### config.mk
export PLATFORM = sky130hd
export DESIGN_NAME = json_string_unescape_core
export DESIGN_NICKNAME = d
export VERILOG_FILES = /design/src/design/jsu_pkg.sv /design/src/design/jsu_decode.sv /design/src/design/jsu_out_queue.sv /design/src/design/json_string_unescape_core.sv
export SDC_FILE = /design/constraint.sdc
export NUM_CORES = 1
export LEC_CHECK = 0
export ABC_AREA = 1
export ABC_CLOCK_PERIOD_IN_PS = 10800
export BUFFER_PORTS_ARGS = -buffer_cell sky130_fd_sc_hd__buf_2
export CAP_MARGIN = 20
export CORE_MARGIN = 3
export CORE_UTILIZATION = 50
export CTS_CLUSTER_DIAMETER = 50
export DETAILED_ROUTE_END_ITERATION = 10
export PLACE_DENSITY = 0.7
export RECOVER_POWER = 100
export SYNTH_ARGS = -nofsm -noshare
export SYNTH_HDL_FRONTEND = slang
export SYNTH_SLANG_ARGS = --single-unit
### constraint.sdc
create_clock -name clk_i -period 10.8 [get_ports clk_i]
set_clock_uncertainty 0.05 [all_clocks]
set_input_delay 1.08 -clock clk_i [delete_from_list [all_inputs] [get_ports clk_i]]
set_output_delay 1.08 -clock clk_i [all_outputs]
set_load 0.02 [all_outputs]
### src/design/jsu_pkg.sv
// ----------------------------------------------------------------------------
// jsu_pkg: shared types and codes for the json string unescape core
// Result record, decoder state record, decode modes, result kinds and error
// codes used by the decoder, the result queue and the top level.
// ----------------------------------------------------------------------------
package jsu_pkg;

  // decode modes
  typedef enum logic [2:0] {
    MODE_IDLE = 3'd0,
    MODE_TEXT = 3'd1,
    MODE_ESC  = 3'd2,
    MODE_HEX  = 3'd3,
    MODE_DROP = 3'd4
  } mode_e;

  // result kinds
  localparam logic [1:0] KIND_BYTE = 2'd0;
  localparam logic [1:0] KIND_DONE = 2'd1;
  localparam logic [1:0] KIND_ERR  = 2'd2;

  // error codes
  localparam logic [2:0] ERR_NONE    = 3'd0;
  localparam logic [2:0] ERR_NOQUOTE = 3'd1;
  localparam logic [2:0] ERR_CTRL    = 3'd2;
  localparam logic [2:0] ERR_ESC     = 3'd3;
  localparam logic [2:0] ERR_HEX     = 3'd4;
  localparam logic [2:0] ERR_SURR    = 3'd5;
  localparam logic [2:0] ERR_FULL    = 3'd6;
  localparam logic [2:0] ERR_TRUNC   = 3'd7;

  // most results one input item can cause
  localparam int unsigned NUM_SLOTS = 4;

  // one result item
  typedef struct packed {
    logic [1:0]  kind;
    logic [7:0]  data;
    logic [2:0]  err;
    logic [15:0] len;
    logic        last;
  } result_t;

  // all results of one input item, slot 0 first
  typedef struct packed {
    result_t [NUM_SLOTS-1:0] res;
    logic    [2:0]           cnt;
  } bundle_t;

  // decoder state apart from the byte count
  typedef struct packed {
    mode_e       mode;
    logic [15:0] cp;
    logic [1:0]  hc;
  } dec_state_t;

endpackage

### src/design/jsu_decode.sv
// ----------------------------------------------------------------------------
// jsu_decode: per-byte decode step
// Combinational next-state and result bundle for one raw byte: quote
// handling, escapes, \u hex collection, utf-8 encoding and capacity check.
// ----------------------------------------------------------------------------
module jsu_decode import jsu_pkg::*; #(
  parameter int unsigned CountWidth = 16
) (
  input  dec_state_t            state_i,
  input  logic [CountWidth-1:0] count_i,
  input  logic [15:0]           cap_i,
  input  logic [7:0]            byte_i,
  input  logic                  eoi_i,
  output dec_state_t            state_o,
  output logic [CountWidth-1:0] count_o,
  output bundle_t               bundle_o
);

  localparam int unsigned SumW = ((CountWidth > 16) ? CountWidth : 16) + 1;
  localparam logic [SumW-1:0] CapLimit = SumW'(1) << CountWidth;

  localparam logic [7:0] CH_QUOTE = 8'h22;
  localparam logic [7:0] CH_BSL   = 8'h5c;

  // hex digit: {valid, value}
  function automatic logic [4:0] hex_nibble(input logic [7:0] c);
    logic [4:0] r;
    r = '0;
    if (c >= 8'h30 && c <= 8'h39) begin
      r = {1'b1, 4'(c - 8'h30)};
    end else if (c >= 8'h61 && c <= 8'h66) begin
      r = {1'b1, 4'(c - 8'h57)};
    end else if (c >= 8'h41 && c <= 8'h46) begin
      r = {1'b1, 4'(c - 8'h37)};
    end
    return r;
  endfunction

  logic [4:0]      hex_r;
  logic [15:0]     cp_new;
  logic [7:0]      enc0, enc1, enc2;
  logic [1:0]      enc_cnt;
  logic            is_surr;
  logic [1:0]      need;
  logic [SumW-1:0] eff_cap;
  logic            room;
  logic            esc_ok;
  logic [7:0]      esc_val;
  logic [2:0]      err;
  logic            done;
  logic            drop;
  logic [2:0]      n;
  logic [2:0]      n_m1;

  // next code point and its utf-8 form
  assign hex_r  = hex_nibble(byte_i);
  assign cp_new = {state_i.cp[11:0], hex_r[3:0]};
  assign is_surr = (cp_new >= 16'hd800) && (cp_new <= 16'hdfff);

  always_comb begin
    enc0 = cp_new[7:0];
    enc1 = '0;
    enc2 = '0;
    enc_cnt = 2'd1;
    if (cp_new <= 16'h007f) begin
      enc_cnt = 2'd1;
    end else if (cp_new <= 16'h07ff) begin
      enc0 = 8'hc0 | {3'b0, cp_new[10:6]};
      enc1 = 8'h80 | {2'b0, cp_new[5:0]};
      enc_cnt = 2'd2;
    end else begin
      enc0 = 8'he0 | {4'b0, cp_new[15:12]};
      enc1 = 8'h80 | {2'b0, cp_new[11:6]};
      enc2 = 8'h80 | {2'b0, cp_new[5:0]};
      enc_cnt = 2'd3;
    end
  end

  // room check against capacity, terminator kept free
  always_comb begin
    eff_cap = SumW'(cap_i);
    if (CountWidth < 16 && eff_cap > CapLimit) begin
      eff_cap = CapLimit;
    end
  end

  assign need = (state_i.mode == MODE_HEX) ? enc_cnt : 2'd1;
  assign room = (SumW'(count_i) + SumW'(need)) < eff_cap;

  // escape letter map
  always_comb begin
    esc_ok  = 1'b1;
    esc_val = byte_i;
    case (byte_i)
      8'h22, 8'h5c, 8'h2f: esc_val = byte_i;
      8'h62:               esc_val = 8'h08;
      8'h66:               esc_val = 8'h0c;
      8'h6e:               esc_val = 8'h0a;
      8'h72:               esc_val = 8'h0d;
      8'h74:               esc_val = 8'h09;
      default:             esc_ok  = 1'b0;
    endcase
  end

  // main decode
  always_comb begin
    state_o  = state_i;
    count_o  = count_i;
    bundle_o = '0;
    err      = ERR_NONE;
    done     = 1'b0;
    drop     = 1'b0;
    n        = 3'd0;
    n_m1     = 3'd0;
    case (state_i.mode)
      MODE_IDLE: begin
        if (byte_i != CH_QUOTE) begin
          err = ERR_NOQUOTE;
        end else if (cap_i == 16'd0) begin
          err = ERR_FULL;
        end else begin
          state_o.mode = MODE_TEXT;
          count_o = '0;
        end
      end
      MODE_TEXT: begin
        if (byte_i == CH_QUOTE) begin
          bundle_o.res[0].kind = KIND_DONE;
          bundle_o.res[0].len  = 16'(count_i);
          n = 3'd1;
          done = 1'b1;
        end else if (byte_i < 8'h20) begin
          err = ERR_CTRL;
        end else if (byte_i == CH_BSL) begin
          state_o.mode = MODE_ESC;
        end else if (!room) begin
          err = ERR_FULL;
        end else begin
          bundle_o.res[0].kind = KIND_BYTE;
          bundle_o.res[0].data = byte_i;
          n = 3'd1;
          count_o = count_i + CountWidth'(1);
        end
      end
      MODE_ESC: begin
        if (byte_i == 8'h75) begin
          state_o.mode = MODE_HEX;
          state_o.cp   = '0;
          state_o.hc   = '0;
        end else if (!esc_ok) begin
          err = ERR_ESC;
        end else if (!room) begin
          err = ERR_FULL;
        end else begin
          bundle_o.res[0].kind = KIND_BYTE;
          bundle_o.res[0].data = esc_val;
          n = 3'd1;
          count_o = count_i + CountWidth'(1);
          state_o.mode = MODE_TEXT;
        end
      end
      MODE_HEX: begin
        if (!hex_r[4]) begin
          err = ERR_HEX;
        end else begin
          state_o.cp = cp_new;
          if (state_i.hc != 2'd3) begin
            state_o.hc = state_i.hc + 2'd1;
          end else begin
            state_o.hc = '0;
            if (is_surr) begin
              err = ERR_SURR;
            end else if (!room) begin
              err = ERR_FULL;
            end else begin
              bundle_o.res[0].kind = KIND_BYTE;
              bundle_o.res[0].data = enc0;
              bundle_o.res[1].kind = KIND_BYTE;
              bundle_o.res[1].data = enc1;
              bundle_o.res[2].kind = KIND_BYTE;
              bundle_o.res[2].data = enc2;
              n = {1'b0, enc_cnt};
              count_o = count_i + CountWidth'(enc_cnt);
              state_o.mode = MODE_TEXT;
            end
          end
        end
      end
      default: begin
        // dropping after an error
        drop = 1'b1;
        if (eoi_i) begin
          state_o.mode = MODE_IDLE;
        end
      end
    endcase

    // error, completion and truncation tail
    if (!drop) begin
      if (err != ERR_NONE) begin
        bundle_o.res[n[1:0]]      = '0;
        bundle_o.res[n[1:0]].kind = KIND_ERR;
        bundle_o.res[n[1:0]].err  = err;
        n = n + 3'd1;
        state_o.mode = eoi_i ? MODE_IDLE : MODE_DROP;
      end else if (done) begin
        state_o.mode = MODE_IDLE;
      end else if (eoi_i && state_o.mode != MODE_IDLE) begin
        bundle_o.res[n[1:0]]      = '0;
        bundle_o.res[n[1:0]].kind = KIND_ERR;
        bundle_o.res[n[1:0]].err  = ERR_TRUNC;
        n = n + 3'd1;
        state_o.mode = MODE_IDLE;
      end
      if (state_o.mode == MODE_IDLE) begin
        state_o.cp = '0;
        state_o.hc = '0;
      end
      if (n != 3'd0) begin
        n_m1 = n - 3'd1;
        bundle_o.res[n_m1[1:0]].last = 1'b1;
      end
    end
    bundle_o.cnt = n;
  end

endmodule

### src/design/jsu_out_queue.sv
// ----------------------------------------------------------------------------
// jsu_out_queue: result queue and output register
// Holds the results of one decoded item and hands them out one per cycle,
// head first while not stalled; takes a new bundle as its last item leaves.
// ----------------------------------------------------------------------------
module jsu_out_queue import jsu_pkg::*; (
  input  logic        clk_i,
  input  logic        rst_ni,
  input  logic        load_i,
  input  bundle_t     bundle_i,
  output logic        free_o,
  output logic        m_axis_tvalid,
  input  logic        m_axis_tready,
  output logic [31:0] m_axis_tdata,  // out_byte, error_code, string_length
  output logic [1:0]  m_axis_tuser,  // result_kind
  output logic        m_axis_tlast   // last_of_run
);

  result_t [NUM_SLOTS-1:0] res_q, res_d;
  logic [2:0]              count_q, count_d;
  logic                    take;

  assign take   = m_axis_tvalid && m_axis_tready;
  assign free_o = (count_q == 3'd0) || ((count_q == 3'd1) && take);

  // load a bundle or shift the head out
  always_comb begin
    res_d   = res_q;
    count_d = count_q;
    if (load_i) begin
      res_d   = bundle_i.res;
      count_d = bundle_i.cnt;
    end else if (take) begin
      res_d[0] = res_q[1];
      res_d[1] = res_q[2];
      res_d[2] = res_q[3];
      count_d  = count_q - 3'd1;
    end
  end

  always_ff @(posedge clk_i or negedge rst_ni) begin
    if (!rst_ni) begin
      count_q <= '0;
    end else begin
      count_q <= count_d;
    end
  end

  always_ff @(posedge clk_i) begin
    res_q <= res_d;
  end

  // head item on the bus
  assign m_axis_tvalid = (count_q != 3'd0);
  assign m_axis_tdata  = {5'b0, res_q[0].len, res_q[0].err, res_q[0].data};
  assign m_axis_tuser  = res_q[0].kind;
  assign m_axis_tlast  = res_q[0].last;

endmodule

### src/design/json_string_unescape_core.sv
// ----------------------------------------------------------------------------
// json_string_unescape_core: streaming decoder for one quoted json string
// Takes one raw byte per item and gives decoded bytes, a completion item with
// the length, or an error item; drops bytes after an error up to end of input.
// ----------------------------------------------------------------------------
//  channel  | direction | payload
//  s_axis   | in        | tdata[7:0] in_byte, tlast end_of_input
//  m_axis   | out       | tdata out_byte/error_code/string_length,
//           |           | tuser result_kind, tlast last_of_run
//  cfg      | in        | cfg_wr_data_i output_capacity, written on cfg_wr_en_i
//
//  one input item per cycle while the queue is free; items pass the input
//  register, then the result queue; an item causing n results (n <= 4) holds
//  the queue until all leave, lowering the rate to one result per cycle
//  an output stall holds the queue; once the input register holds an item the
//  queue cannot take, s_axis_tready drops in the same cycle as m_axis_tready
//  reset: idle awaiting an opening quote, capacity 128, queue empty
// ----------------------------------------------------------------------------
module json_string_unescape_core import jsu_pkg::*; #(
  parameter int unsigned COUNT_WIDTH = 16
) (
  input  logic        clk_i,
  input  logic        rst_ni,
  input  logic        cfg_wr_en_i,
  input  logic [15:0] cfg_wr_data_i,
  input  logic        s_axis_tvalid,
  output logic        s_axis_tready,
  input  logic [7:0]  s_axis_tdata,  // in_byte
  input  logic        s_axis_tlast,  // end_of_input
  output logic        m_axis_tvalid,
  input  logic        m_axis_tready,
  output logic [31:0] m_axis_tdata,  // out_byte, error_code, string_length
  output logic [1:0]  m_axis_tuser,  // result_kind
  output logic        m_axis_tlast   // last_of_run
);

  logic [15:0]            cap_q;
  logic                   in_vld_q;
  logic [7:0]             in_byte_q;
  logic                   in_eoi_q;
  dec_state_t             st_q, st_d;
  logic [COUNT_WIDTH-1:0] bc_q, bc_d;
  bundle_t                bundle;
  logic                   q_free;
  logic                   commit;
  logic                   load;

  // capacity register
  always_ff @(posedge clk_i or negedge rst_ni) begin
    if (!rst_ni) begin
      cap_q <= 16'd128;
    end else if (cfg_wr_en_i) begin
      cap_q <= cfg_wr_data_i;
    end
  end

  // input register
  assign commit        = in_vld_q && q_free;
  assign load          = commit && (bundle.cnt != 3'd0);
  assign s_axis_tready = !in_vld_q || commit;

  always_ff @(posedge clk_i or negedge rst_ni) begin
    if (!rst_ni) begin
      in_vld_q <= 1'b0;
    end else if (s_axis_tready) begin
      in_vld_q <= s_axis_tvalid;
    end
  end

  always_ff @(posedge clk_i) begin
    if (s_axis_tready && s_axis_tvalid) begin
      in_byte_q <= s_axis_tdata;
      in_eoi_q  <= s_axis_tlast;
    end
  end

  // decode step
  jsu_decode #(
    .CountWidth(COUNT_WIDTH)
  ) u_decode (
    .state_i  (st_q),
    .count_i  (bc_q),
    .cap_i    (cap_q),
    .byte_i   (in_byte_q),
    .eoi_i    (in_eoi_q),
    .state_o  (st_d),
    .count_o  (bc_d),
    .bundle_o (bundle)
  );

  // decoder state, updated when an item is committed
  always_ff @(posedge clk_i or negedge rst_ni) begin
    if (!rst_ni) begin
      st_q <= '{mode: MODE_IDLE, cp: '0, hc: '0};
      bc_q <= '0;
    end else if (commit) begin
      st_q <= st_d;
      bc_q <= bc_d;
    end
  end

  // result queue
  jsu_out_queue u_out_queue (
    .clk_i         (clk_i),
    .rst_ni        (rst_ni),
    .load_i        (load),
    .bundle_i      (bundle),
    .free_o        (q_free),
    .m_axis_tvalid (m_axis_tvalid),
    .m_axis_tready (m_axis_tready),
    .m_axis_tdata  (m_axis_tdata),
    .m_axis_tuser  (m_axis_tuser),
    .m_axis_tlast  (m_axis_tlast)
  );

`ifndef NO_ASSERTIONS
  // decode mode stays within its defined codes
  assert property (@(posedge clk_i) disable iff (!rst_ni)
    st_q.mode <= MODE_DROP)
    else $error("decode mode out of range");

  // dropped bytes give no results
  assert property (@(posedge clk_i) disable iff (!rst_ni)
    commit && st_q.mode == MODE_DROP |-> bundle.cnt == 3'd0)
    else $error("result produced while dropping");

  // a bundle never overruns the queue
  assert property (@(posedge clk_i) disable iff (!rst_ni)
    commit |-> bundle.cnt <= 3'd4)
    else $error("bundle larger than queue");

  // a loaded bundle shows up at the output in the next cycle
  assert property (@(posedge clk_i) disable iff (!rst_ni)
    load |=> m_axis_tvalid)
    else $error("loaded bundle not presented");
`endif

endmodule
* Yosys cells after proc, flatten, opt, wreduce, memory -nomap -nowiden
Index checks and enable logic that the tools add are counted.
** Word-level totals
- Bits in registers :: 186
- Memory bits (read-only) :: 0
- Bits in writable memories :: 0
- Bits in latches :: 0
- Memories :: 0
- Input port bits :: 30
** Operators by class
- Multiply operators :: 0
- Eq/ne operators :: 26
- Div/mod/pow operators :: 0
- Reduce and logical (&&, ||, !) cells :: 29
- Shift-type cells :: 0
- $add $sub $neg :: 10
- Mux-type cells :: 127
- $lt $le $gt $ge :: 16
- Bitwise logic cells :: 2
** Operator list (count)
- 120-bit two-way mux :: 5
- 120-bit bitwise mux :: 4
- 90-bit two-way mux :: 3
- 30-bit demux with 2-bit select :: 4
- 16-bit two-way mux :: 14
- 10-bit two-way mux :: 15
- 90-bit by 120-bit AND with 120-bit output :: 1
- 120-bit NOT :: 1
- 3-bit two-way mux :: 39
- 8-bit two-way mux :: 10
- 16-bit case mux with 4 select lines :: 1
- 30-bit two-way mux :: 2
- 8-bit by 7-bit equality test with 1-bit output (second input constant) :: 7
- 21-bit two-way mux :: 2
- 8-bit case mux with 5 select lines :: 1
- 18-bit two-way mux :: 2
- 18-bit case mux with 2 select lines :: 1
- 10-bit case mux with 3 select lines :: 1
- 3-bit case mux with 4 select lines :: 2
- 20-bit two-way mux :: 1
- 2-bit inequality test (second input constant) :: 9
- 16-bit by 2-bit adder with 17-bit output :: 1
- 17-bit by 16-bit < comparator with 1-bit output :: 1
- 16-bit by 1-bit adder with 16-bit output (second input constant) :: 1
- other kinds (39) :: 82

* Longest topological paths before layout
Gate-level depths: netlist of run 1.
- Depth after elaboration :: 32
- Mapped depth :: 40
- Mapped depth without buffers :: 40

* By module
Synthesis of run 1 repeated with hierarchy kept, for this count alone.
** Unflattened totals
- Cell total of the unflattened synthesis :: 1527
- Area total of the unflattened synthesis :: 12080.3 sq um
** Modules (own cells, without submodules)
- jsu_out_queue :: area an instance 5267.6 sq um, cells each 478, sequential area each 3678.5 sq um, times used 1
- jsu_decode :: area an instance 4389.2 sq um, cells each 803, sequential area each 0.0 sq um, times used 1
- json_string_unescape_core :: area an instance 2423.6 sq um, cells each 246, sequential area each 1622.8 sq um, times used 1

* Worst setup path after synthesis of run 1
No wires, ideal clock.
- Kind :: register to register
- Start point :: register st_q[12] (netlist name)
- End point :: register u_out_queue.res_q, in the netlist u_out_queue.m_axis_tdata[0], enable pin
- Data arrival time :: 5966 ps
- Cell stages (with the launch flop) :: 39
- Slack :: 4371 ps
- Clock period less this slack :: 6429 ps
- Setup time :: 413 ps
- Cells stage by stage :: dfrtp_1 nor4_1 inv_1 nor2_2 nand2_1 inv_1 nor2_1 ha_1 a21oi_1 nor2_1 nand3_1 nor2_1 inv_1 nor2_1 nand3_1 nor2_1 inv_1 nor2_1 [... 3 more ...] inv_1 o211ai_1 inv_1 nand2_1 nor2_4 nand2_2 inv_2 nand3_1 nand4_1 inv_1 ha_1 inv_1 nand2_1 nand2_2 nand3_2 nand2_4 buf_4 nand2_1
** On the way
- Cells in the longest elaborated chain, start to end :: 21
- Elaborated cells on any way between the ends :: 50
- Classes of those cells :: add/sub: 2; order compare: 5; mux: 36; reduce/logical: 7
** Ends and longest elaborated chain
- start: declaration :: RTL line json_string_unescape_core.sv:41 : dec_state_t st_q, st_d;
- start signal: assignment :: RTL line json_string_unescape_core.sv:94 : st_q <= '{mode: MODE_IDLE, cp: '0, hc: '0};
- start signal: assignment :: RTL line json_string_unescape_core.sv:97 : st_q <= st_d;
- parallel branches: the longest is 17 deep, another holds 16-bit by 2-bit adder with 17-bit output
- 3-bit two-way mux (*) :: RTL line jsu_decode.sv:199 : if (!drop) begin
- 3-bit nonzero test (*) :: RTL line json_string_unescape_core.sv:59 : assign load = commit && (bundle.cnt != 3'd0);
- 1-bit logical AND (*) :: RTL line json_string_unescape_core.sv:59
- 2-bit nonzero test (no source line) (*)
- end signal: assignment :: RTL line jsu_out_queue.sv:50 : res_q <= res_d;
- end: declaration :: RTL line jsu_out_queue.sv:19 : result_t [NUM_SLOTS-1:0] res_q, res_d;
Every way passes the cells marked *. The select of a mux whose other input is x is not followed.
A chain may end at the register's enable or synchronous reset.

* Worst setup path in the final report of run 1
- Start point :: register st_q[10] (netlist name)
- End point :: register u_out_queue.res_q, in the netlist u_out_queue.m_axis_tdata[26], data pin
** On the way
- Cells in the longest elaborated chain, start to end :: 27
- Elaborated cells on any way between the ends :: 72
- Classes of those cells :: add/sub: 3; order compare: 7; mux: 52; bitwise: 2; reduce/logical: 8
** Ends and longest elaborated chain
- 16-bit by 11-bit <= comparator with 1-bit output :: RTL line jsu_decode.sv:67 : end else if (cp_new <= 16'h07ff) begin
- 1-bit two-way mux :: RTL line jsu_decode.sv:67
- 2-bit two-way mux :: RTL line jsu_decode.sv:65 : if (cp_new <= 16'h007f) begin
- 2-bit two-way mux :: RTL line jsu_decode.sv:87 : assign need = (state_i.mode == MODE_HEX) ? enc_cnt : 2'd1;
- 16-bit by 2-bit adder with 17-bit output :: RTL line jsu_decode.sv:88 : assign room = (SumW'(count_i) + SumW'(need)) < eff_cap;
- 17-bit by 16-bit < comparator with 1-bit output :: RTL line jsu_decode.sv:88
- 2-bit two-way mux / 1-bit two-way mux (equally long branches) :: RTL line jsu_decode.sv:173, jsu_decode.sv:136, jsu_decode.sv:152
- 2-bit two-way mux / 1-bit two-way mux (equally long branches) :: RTL line jsu_decode.sv:171, jsu_decode.sv:134
- [... 11 more ...]
- 120-bit two-way mux :: RTL line jsu_decode.sv:208 : end else if (eoi_i && state_o.mode != MODE_IDLE) begin
- 120-bit two-way mux :: RTL line jsu_decode.sv:206 : end else if (done) begin
- 120-bit two-way mux :: RTL line jsu_decode.sv:200 : if (err != ERR_NONE) begin
- 120-bit two-way mux :: RTL line jsu_decode.sv:199
- 120-bit bitwise mux :: RTL line jsu_decode.sv:221 : bundle_o.res[n_m1[1:0]].last = 1'b1;
- 120-bit two-way mux :: RTL line jsu_decode.sv:219 : if (n != 3'd0) begin
- 90-bit two-way mux :: RTL line jsu_decode.sv:199
- 90-bit two-way mux (*) :: RTL line jsu_out_queue.sv:30 : if (load_i) begin
Mark *: on every way between the ends. The rest lies on a longest branch, timed or not. The select of a mux whose other input is x is not followed.

==> results of run 1 <==
==> stage by stage <==
step | hold WS (ps) | worst slack [ps]
3_3_place_gp | 440 | 4090
5_1_grt | 484 | 2080
2_1_floorplan | 424 | 4370
3_5_place_dp | 449 | 3970
6_report | 462 | 3020
4_1_cts | 462 | 3900
==> tightest hold or removal path: cells and delay by family, from the launching register on <==
family / cells / cell delay, ps
flops: 1 / 360
simple gates: 1 / 60
compound gates: 1 / 60
==> power groups by stage <==
stage                     Combinational [mW]  Sequential [mW]  Clock [mW]
after global routing                   0.722            0.736       0.623
after global placement                 0.651            0.727           0
after floorplan                        0.545            0.713           0
final                                  0.646            0.722       0.590
after CTS                              0.662            0.722       0.599
after detailed placement               0.658            0.729           0
==> routing by layer <==
layer	vias up	share of wire, %
li1	3035	-
met1	2760	49
met2	194	43
met3	24	5.8
met4	0	1.7
met5	-	0
==> cells by family after synthesis <==
kind of cell / count (synthesis) / synth area share (%)
fa+ha+maj: 30 / 5.11
buf+inv: 206 / 12.6
flops: 121 / 45.0
compound gates: 149 / 10.9
other cells: 1 / 0.0500
simple gates: 398 / 25.2
xor+xnor: 10 / 1.17
==> cells in the final DEF (no fill, tap or decap), drive strengths merged <==
cell type / netlist / final
a211oi: 2 / 2
a21oi: 25 / 25
a22oi: 3 / 3
a31oi: 3 / 3
a32oi: 1 / 1
buf: 43 / 31
bufinv: 0 / 4
clkbuf: 12 / 58
clkinv: 1 / 6
clkinvlp: 0 / 2
conb: 1 / 5
dfrtp: 52 / 52
dfstp: 1 / 1
edfxtp: 68 / 68
fa: 1 / 1
ha: 29 / 29
inv: 150 / 149
nand2: 219 / 219
nand3: 51 / 51
nand3b: 2 / 2
nand4: 14 / 14
nor2: 90 / 90
nor3: 12 / 12
nor4: 9 / 9
o2111ai: 4 / 4
o211ai: 4 / 4
o21ai: 88 / 88
o221ai: 1 / 1
o22ai: 17 / 17
o31ai: 1 / 1
or2: 1 / 1
xor2: 10 / 10
==> area by class of cell <==
class | instances | share of cell area [%]
repair buffers | 67 | 3.65
multi-input cells | 592 | 38.3
inverters | 151 | 6.90
clock buffers | 22 | 5.64
flip-flops and latches | 121 | 40.9
well taps | 184 | 2.80
clock inverters | 10 | 1.79
==> how the worst max path moves through the flow <==
stage	from	slack, ps	to	cells past startpoint
finish	st_q[10]	3020	u_out_queue.m_axis_tdata[26]	37
global route	st_q[10]	2080	u_out_queue.m_axis_tdata[26]	37
CTS	st_q[12]	3900	u_out_queue.m_axis_tdata[7]	38
detailed placement	st_q[12]	3970	u_out_queue.res_q[54]	38
global placement	st_q[12]	4090	u_out_queue.res_q[54]	38
floorplan	st_q[12]	4370	u_out_queue.m_axis_tdata[0]	38
==> sequential cells by signal (all words and copies together) (netlist names) <==
name,cells
bc_q,16
cap_q,16
in_byte_q,8
in_eoi_q,1
in_vld_q,1
st_q,17
u_out_queue.count_q,3
u_out_queue.m_axis_tdata,27
u_out_queue.m_axis_tlast,1
u_out_queue.m_axis_tuser,2
u_out_queue.res_q,29
==> results.md, run 1 <==
Cells and area:
- The register area is 3370 µm².
- The area of all placed cells without fillers is 8230 µm².
- The post-route core utilization is 56.4%.
- The multi-input combinational cells in the finished layout cover a total of 3150 µm².
- The net count of the finished layout is 1,010.
- The count of fill cells added during filler insertion is 1,381.
- The diode insertion count for antenna repair is 0.
- The ratio of cells with drive above 1 in the final layout is 11.2%.
- Once layout is complete, the cells apart from fillers number 1,147.
- The relative area change from synthesis to final layout is 9.81%.

Timing:
- The maximum operating frequency is 129 MHz.
- The portion of the clock cycle consumed by the worst path in the final layout is 72.0%.
- The final setup violation count is 0.
- Setup total negative slack on the finished layout was measured at 0 ps.
- At the pin with the least slew margin, the transition time is 2860 ps.
- The count of endpoints failing hold in the final timing report came to 0.
- The final max-slew violation count came to 54.
- Setup repair after global routing left no endpoint under its margin.
- The minimum clock period after layout is 7780 ps.
- Measured against its own limit, the worst slew margin works out to -90.4%.

Clocking:
- The count of hold-fix buffers inserted at cts is 0.
- The number of clock sinks seen by CTS is 121.
- The clock insertion delay at the later pin of the skew report is 420 ps.
- The total setup buffers inserted after CTS is 0.
- TritonCTS built the clock tree.
- The count of instances resized after the clock tree is built is 0.
- After clock tree synthesis, the clock-pin slew on the worst setup and hold paths is 60 ps.
- The root cell of the clock tree is sky130_fd_sc_hd__clkbuf_16.
- Clock tree synthesis inserted a total of 17 buffers.
- The number of buffers between clock root and the deepest sink is 2.
- The maximum level of the CTS H-tree is 4.

Yosys:
- The leading area contributor after synthesis is sky130_fd_sc_hd__edfxtp_1.
- The count of mapped cells out of synthesis is 915.
- Sorting the synthesized cells by area gives the leading types as sky130_fd_sc_hd__edfxtp_1 27%, sky130_fd_sc_hd__dfrtp_1 17%, sky130_fd_sc_hd__nand2_1 10%.
- After synthesis, flip-flops and latches occupy 45.0% of the total area.
- The cell with the most instances after synthesis is sky130_fd_sc_hd__nand2_1.
- The number of synthesized register bits is 121.
- The number of warnings reported in the yosys synthesis log is 0.
- The fraction of post-synthesis cell area in the top cell type by area is 27.2%.
- Synthesis instantiated 45 different standard cells from the library.
- The per-instance average area after synthesis is 8.19 µm².
- The commonest register cell after synthesis is sky130_fd_sc_hd__edfxtp_1.
- The number of enable-type register cells in the synthesized netlist is 68.
- After synthesis, the most frequently instantiated cells are 207 x sky130_fd_sc_hd__nand2_1, 137 x sky130_fd_sc_hd__inv_1, 85 x sky130_fd_sc_hd__o21ai_0, 69 x sky130_fd_sc_hd__nor2_1, 68 x sky130_fd_sc_hd__edfxtp_1.
- For this run, asynchronously set or reset flops after synthesis account for 43.8%.
- The total standard cell area after synthesis is 7500 µm².

Worst hold path:
- The cell count of the worst hold path is 2.
- The terminating pin of the worst hold path is bc_q[15].
- The worst hold path belongs to the class reg -> reg.
- The startpoint identified for the worst hold timing path is bc_q[15].

Placed design:
- The number of buffers added on ports is 61.
- The congestion estimate from routability-driven global placement came to 0.979.
- Summed over all nets, the half-perimeter wirelength after detailed placement is 12,500 µm.
- In this run, placement finished with an instance count of 1,115.
- The post-detailed-placement cell area is 7720 µm².

Pwr:
- The part of the power in registers is 36.9%.
- The share of total power dissipated in the clock network is 30.1%.
- The leakage power summed over all cells is 3.65 nW.
- VDD sags by at most 135 µV.
- For this design the total switching power over the nets is 0.738 mW.
- The internal power of the cells totals 1.22 mW.
- The switching part of the total is 37.7%.
- The total power divided by cell area is 238 nW/µm².
- Per report_power, the combinational group accounts for 33.0% of the total.
- The total power after layout is 1.96 mW.

Status:
- The final reports fail on max-capacitance violations, max-slew violations.
- The flow ran to the end, but the final reports show violations.

Setup path:
- The buffers plus inverters on the worst setup path is 7.
- The worst setup path is launched from a register.
- The family of cells with the greatest summed delay on the critical path is simple AND/OR/NAND/NOR gates.
- On the worst path, the slowest cell contributes a delay of 900 ps.
- Among all stages on the critical path, the largest delay is contributed by sky130_fd_sc_hd__clkinvlp_2.
- In this run the critical register-to-register path is captured at u_out_queue.m_axis_tdata[26].
- Of all nets on the critical path, the largest fanout is 52.
- The startpoint of the most critical register-to-register path is st_q[10].
- Data on the critical path is required at its endpoint by 10,980 ps.
- Counting stages on the worst path, the most repeated cell is sky130_fd_sc_hd__nor2_1.
- STA classifies the critical path endpoint as a register.
- The number of cells traversed by the worst register-to-register path is 37.
- Data arrives at the worst endpoint at 7950 ps.
- The critical setup path kind is reg -> reg.
- The register-to-register setup slack is 3020 ps.

Global route:
- The pin count of the biggest net entering global routing is 54.
- The layer carrying the most global-route usage is met1.
- Global routing used 4.15% of the available met3 tracks.
- The number of global-route vias before repair was 5,481.
- The first global-routing pass estimated 28,200 µm of wire.
- The total grt overflow is 0.
- For this run, global-route usage on met1 was measured as 32.8%.
- Global routing used 31.0% of the available met2 tracks.
- The initial antenna violation count is 0.
- The overall fraction of global-route tracks in use is 21.7%.

Job:
- The number of max-cap violations is 1.

Detailed routing:
- The via count is 6,013.
- The number of nets with antenna violations after routing is 0.
- Using the TritonRoute via totals, the vias-per-cell ratio works out to 5.24.
- The DRC violation count after routing is 0.
- The final layout contains routed wiring with a total length of 16,800 µm.
- In the final routed layout, each cell accounts on average for 14.7 µm.
- The DRC marker count from the first detailed-route iteration is 560.
- The iteration count of the initial detailed-routing pass is 5.

Floorplan:
- The effective utilization at floorplan is 51.4%.
- The area of the core is 14,600 µm².
- The total number of placement rows is 44.
- The die is 128 µm tall.
- The x dimension of the die is 128 µm.
- The floorplan die area is 16,500 µm².
- The number of top-level design ports is 67.
(Power assumes the default switching activity.)
==> run 2, diff against run 1 <==
--- a/config.mk
+++ b/config.mk
@@ -6,7 +6,7 @@
 export NUM_CORES = 1
 export LEC_CHECK = 0
 export ABC_AREA = 1
-export ABC_CLOCK_PERIOD_IN_PS = 10800
+export ABC_CLOCK_PERIOD_IN_PS = 7700
 export BUFFER_PORTS_ARGS = -buffer_cell sky130_fd_sc_hd__buf_2
 export CAP_MARGIN = 20
 export CORE_MARGIN = 3
==> constraint.sdc (replaced) <==
create_clock -name clk_i -period 7.7 [get_ports clk_i]
set_clock_uncertainty 0.05 [all_clocks]
set_input_delay 0.77 -clock clk_i [delete_from_list [all_inputs] [get_ports clk_i]]
set_output_delay 0.77 -clock clk_i [all_outputs]
set_load 0.02 [all_outputs]
==> run 2 against run 1 <==
  * Clock power grew 31%
  * The run still ends with max-capacitance violations, max-slew violations left
  * Sequential cell count is the same
  * Worst hold slack got worse by 1.8 ps
  * Sequential share of layout area up 0.081 points
  * Critical endpoint is now u_out_queue.res_q[85]
==> results.md, run 2 (synthesis gave the netlist of run 1 again) <==
Setup path:
- The critical-path cell with the highest stage delay is sky130_fd_sc_hd__nor2_1.
- The data arrival time at the worst-slack endpoint is 6920 ps (-1030 ps).
- The nature of the critical path endpoint is a register.
- STA classifies the critical path startpoint as a register.
- The critical setup path kind is reg -> reg.
- The highest net fanout along the worst path is 52 (unchanged).
- The largest stage delay on the critical path is 530 ps (-370 ps).
- By instance count, the cell type seen most on the critical path is sky130_fd_sc_hd__nor2_1.
- The data required time at the worst endpoint is 7810 ps (-3170 ps).

Job:
- The number of max-cap violations is 1 (unchanged).

Cells and area:
- The ratio of cells with drive above 1 in the final layout is 11.9% (+0.73 points).
- The post-route core utilization came to 56.3% (-0.11 points).
- The footprint of the multi-input gates is 3160 µm² (+0.32%).
- The area of all placed cells without fillers is 8220 µm² (-0.20%).
- The number of nets at the end of the flow is 1,010 (unchanged).
- The commonest non-fill, non-tap cell in the layout is sky130_fd_sc_hd__nand2_1.
- The diode insertion count for antenna repair came to 0 (unchanged).
- The register area is 3370 µm² (unchanged).
- The register with the highest flop count is u_out_queue.res_q.
- The relative area change from synthesis to final layout is 9.60%.
- The count of fill cells added during filler insertion is 1,379 (-0.14%).
- The top cell types in the final layout, fill and taps aside, are 209 x sky130_fd_sc_hd__nand2_1, 137 x sky130_fd_sc_hd__inv_1, 86 x sky130_fd_sc_hd__o21ai_0, 72 x sky130_fd_sc_hd__nor2_1, 68 x sky130_fd_sc_hd__edfxtp_1.
- The flip-flop count of the largest register after layout is 29 (unchanged).

Clocking:
- The maximum level of the CTS H-tree is 4 (unchanged).
- The count of hold-fix buffers inserted at cts came to 0 (unchanged).
- The clock edge transition at the registers on the reported setup and hold paths is 60 ps (about the same).
- The number of buffers created by CTS is 17 (unchanged).
- The count of instances resized after the clock tree is built is 0 (unchanged).
- The number of clock sinks seen by CTS came to 121 (unchanged).
- The root cell of the clock tree is sky130_fd_sc_hd__clkbuf_16.
- The clock insertion delay at the later pin of the skew report is 420 ps (about the same).
- The number of buffers between clock root and the deepest sink is 2 (unchanged).
- The total setup buffers inserted after CTS is 0 (unchanged).
- TritonCTS built the clock tree.

Pwr:
- The switching part of the total is 38.7% (+0.97 points).
- The portion of total power attributed to the clock network came to 28.6% (-1.5 points).
- The leakage power summed over all cells is 3.65 nW (about the same).
- The cell internal power dissipation is 1.65 mW (+35%).
- The maximum vdd ir drop is 184 µV (+36%).
- The part of the power in registers came to 37.6% (+0.7 points).
- The fraction of power consumed by combinational cells is 33.7% (+0.7 points).
- The switching power summed over all nets is 1.04 mW (+41%).
- The total power divided by cell area is 328 nW/µm² (+38%).

Timing:
- The slew at the pin with the worst max-slew slack is 2880 ps (+19.8 ps).
- The maximum operating frequency is 147 MHz (+14%).
- The minimum clock period after layout is 6810 ps (-970 ps).
- The portion of the clock cycle consumed by the worst path in the final layout is 88.4% (+16 points).
- The final setup violation count is 0 (unchanged).
- Setup repair after global routing left no endpoint under its margin.
- The count of endpoints failing hold in the final timing report is 0 (unchanged).
- The final setup TNS is 0 ps (unchanged).
- The final max-slew violation count is 54 (unchanged).
- The relative max-transition margin came to -91.8% (-1.3 points).

Floorplan:
- The x dimension of the die is 128 µm (unchanged).
- The number of top-level design ports is 67 (unchanged).
- The effective utilization at floorplan is 51.4% (unchanged).
- The floorplan die area came to 16,500 µm² (unchanged).
- The vertical extent of the die is 128 µm (unchanged).
- The total number of placement rows is 44 (unchanged).
- The area of the core came to 14,600 µm² (unchanged).

Placed design:
- The number of buffers added on ports is 61 (unchanged).
- The placer congestion estimate was 0.984 (+0.55%).
- The post-DP HPWL was 12,600 µm (+0.97%).
- The post-detailed-placement cell area was 7730 µm² (+0.16%).

Detailed routing:
- The detailed-route wire length per cell is 15.1 µm (+2.7%).
- The detailed-route vias per instance is 5.27 (+0.62%).
- The via count is 6,050 (+0.62%).
- The total wirelength of the detailed-routed design is 17,300 µm (+2.7%).
- The DRC violation count after routing is 0 (unchanged).
- The DRC marker count from the first detailed-route iteration is 567 (+1.3%).
- The iteration count of the initial detailed-routing pass came to 5 (unchanged).
- The number of nets with antenna violations after routing was 0 (unchanged).

Global route:
- The global-route wire length before repair is 28,100 µm (-0.46%).
- The total grt overflow is 0 (unchanged).
- The initial antenna violation count is 0 (unchanged).
- The number of global-route vias before repair was 5,529 (+0.88%).
- The global-route met3 utilization is 4.77% (+0.62 points).
- The global routing met2 resource utilization is 30.9% (-0.15 points).
- The layer carrying the most global-route usage is met1.
- The pin count of the biggest net entering global routing is 54 (unchanged).
- The overall fraction of global-route tracks in use is 21.6% (-0.043 points).
- The met1 capacity usage during global routing is 32.5% (-0.33 points).

Status:
- The final reports fail on max-capacitance violations, max-slew violations.
- The run finished, with violations left.

Worst hold path:
- The path class of the lowest-slack min-delay path is reg -> reg.
[run 2: layout make-up]
type | count | area share (%)
clock buffer | 25 | 6.17
clock inverter | 7 | 0.807
inverter | 151 | 6.90
multi-input combinational | 592 | 38.5
sequential | 121 | 41.0
tap | 184 | 2.80
timing repair buffer | 67 | 3.82
[run 2: power groups by stage]
| stage | registers, mW | logic [mW] | clock network (mW) |
|---|---|---|---|
| after global placement | 1.02 | 0.923 | 0 |
| after floorplan | 1.00 | 0.764 | 0 |
| after detailed placement | 1.02 | 0.929 | 0 |
| final | 1.01 | 0.909 | 0.772 |
| after CTS | 1.01 | 0.933 | 0.777 |
| after global routing | 1.04 | 1.02 | 0.806 |
[run 2: final timing paths]
path / start / to / slack (ps) / cells after the start
max in group asynchronous: rst_ni / st_q[13] / 4650 / 2
setup reg to reg: st_q[10] / u_out_queue.res_q[85] / 890 / 35
min in group asynchronous: rst_ni / cap_q[10] / 1330 / 2
hold / removal: cap_q[7] / cap_q[7] / 460 / 2
hold reg to reg: cap_q[7] / cap_q[7] / 460 / 2
setup / recovery: st_q[10] / u_out_queue.res_q[85] / 890 / 35
[run 2: metrics by stage]
step | total power [mW] | hold WS [ps] | setup WS (ps) | std cells
after global routing | 2.86 | 456 | 177 | 1147
after global placement | 1.94 | 446 | 1200 | 1115
after detailed placement | 1.95 | 445 | 1020 | 1115
final | 2.69 | 461 | 894 | 1147
after CTS | 2.72 | 446 | 983 | 1147
after floorplan | 1.77 | 424 | 1270 | 919
[run 2: critical path: cells and delay by family, from the launching register on]
kind | cells | cell delay [ps]
buffers and inverters | 7 | 880
DFF | 1 | 420
adders and majority gates | 2 | 610
AOI/OAI and AO/OA | 3 | 380
and+or+nand+nor | 22 | 4030
xor gates and xnor gates | 1 | 160
[run 2: metal layers]
layer	share of wire, %	wire (µm)
met1	50	8620
met2	43	7350
met3	6.1	1050
met4	1.6	274
met5	0	0
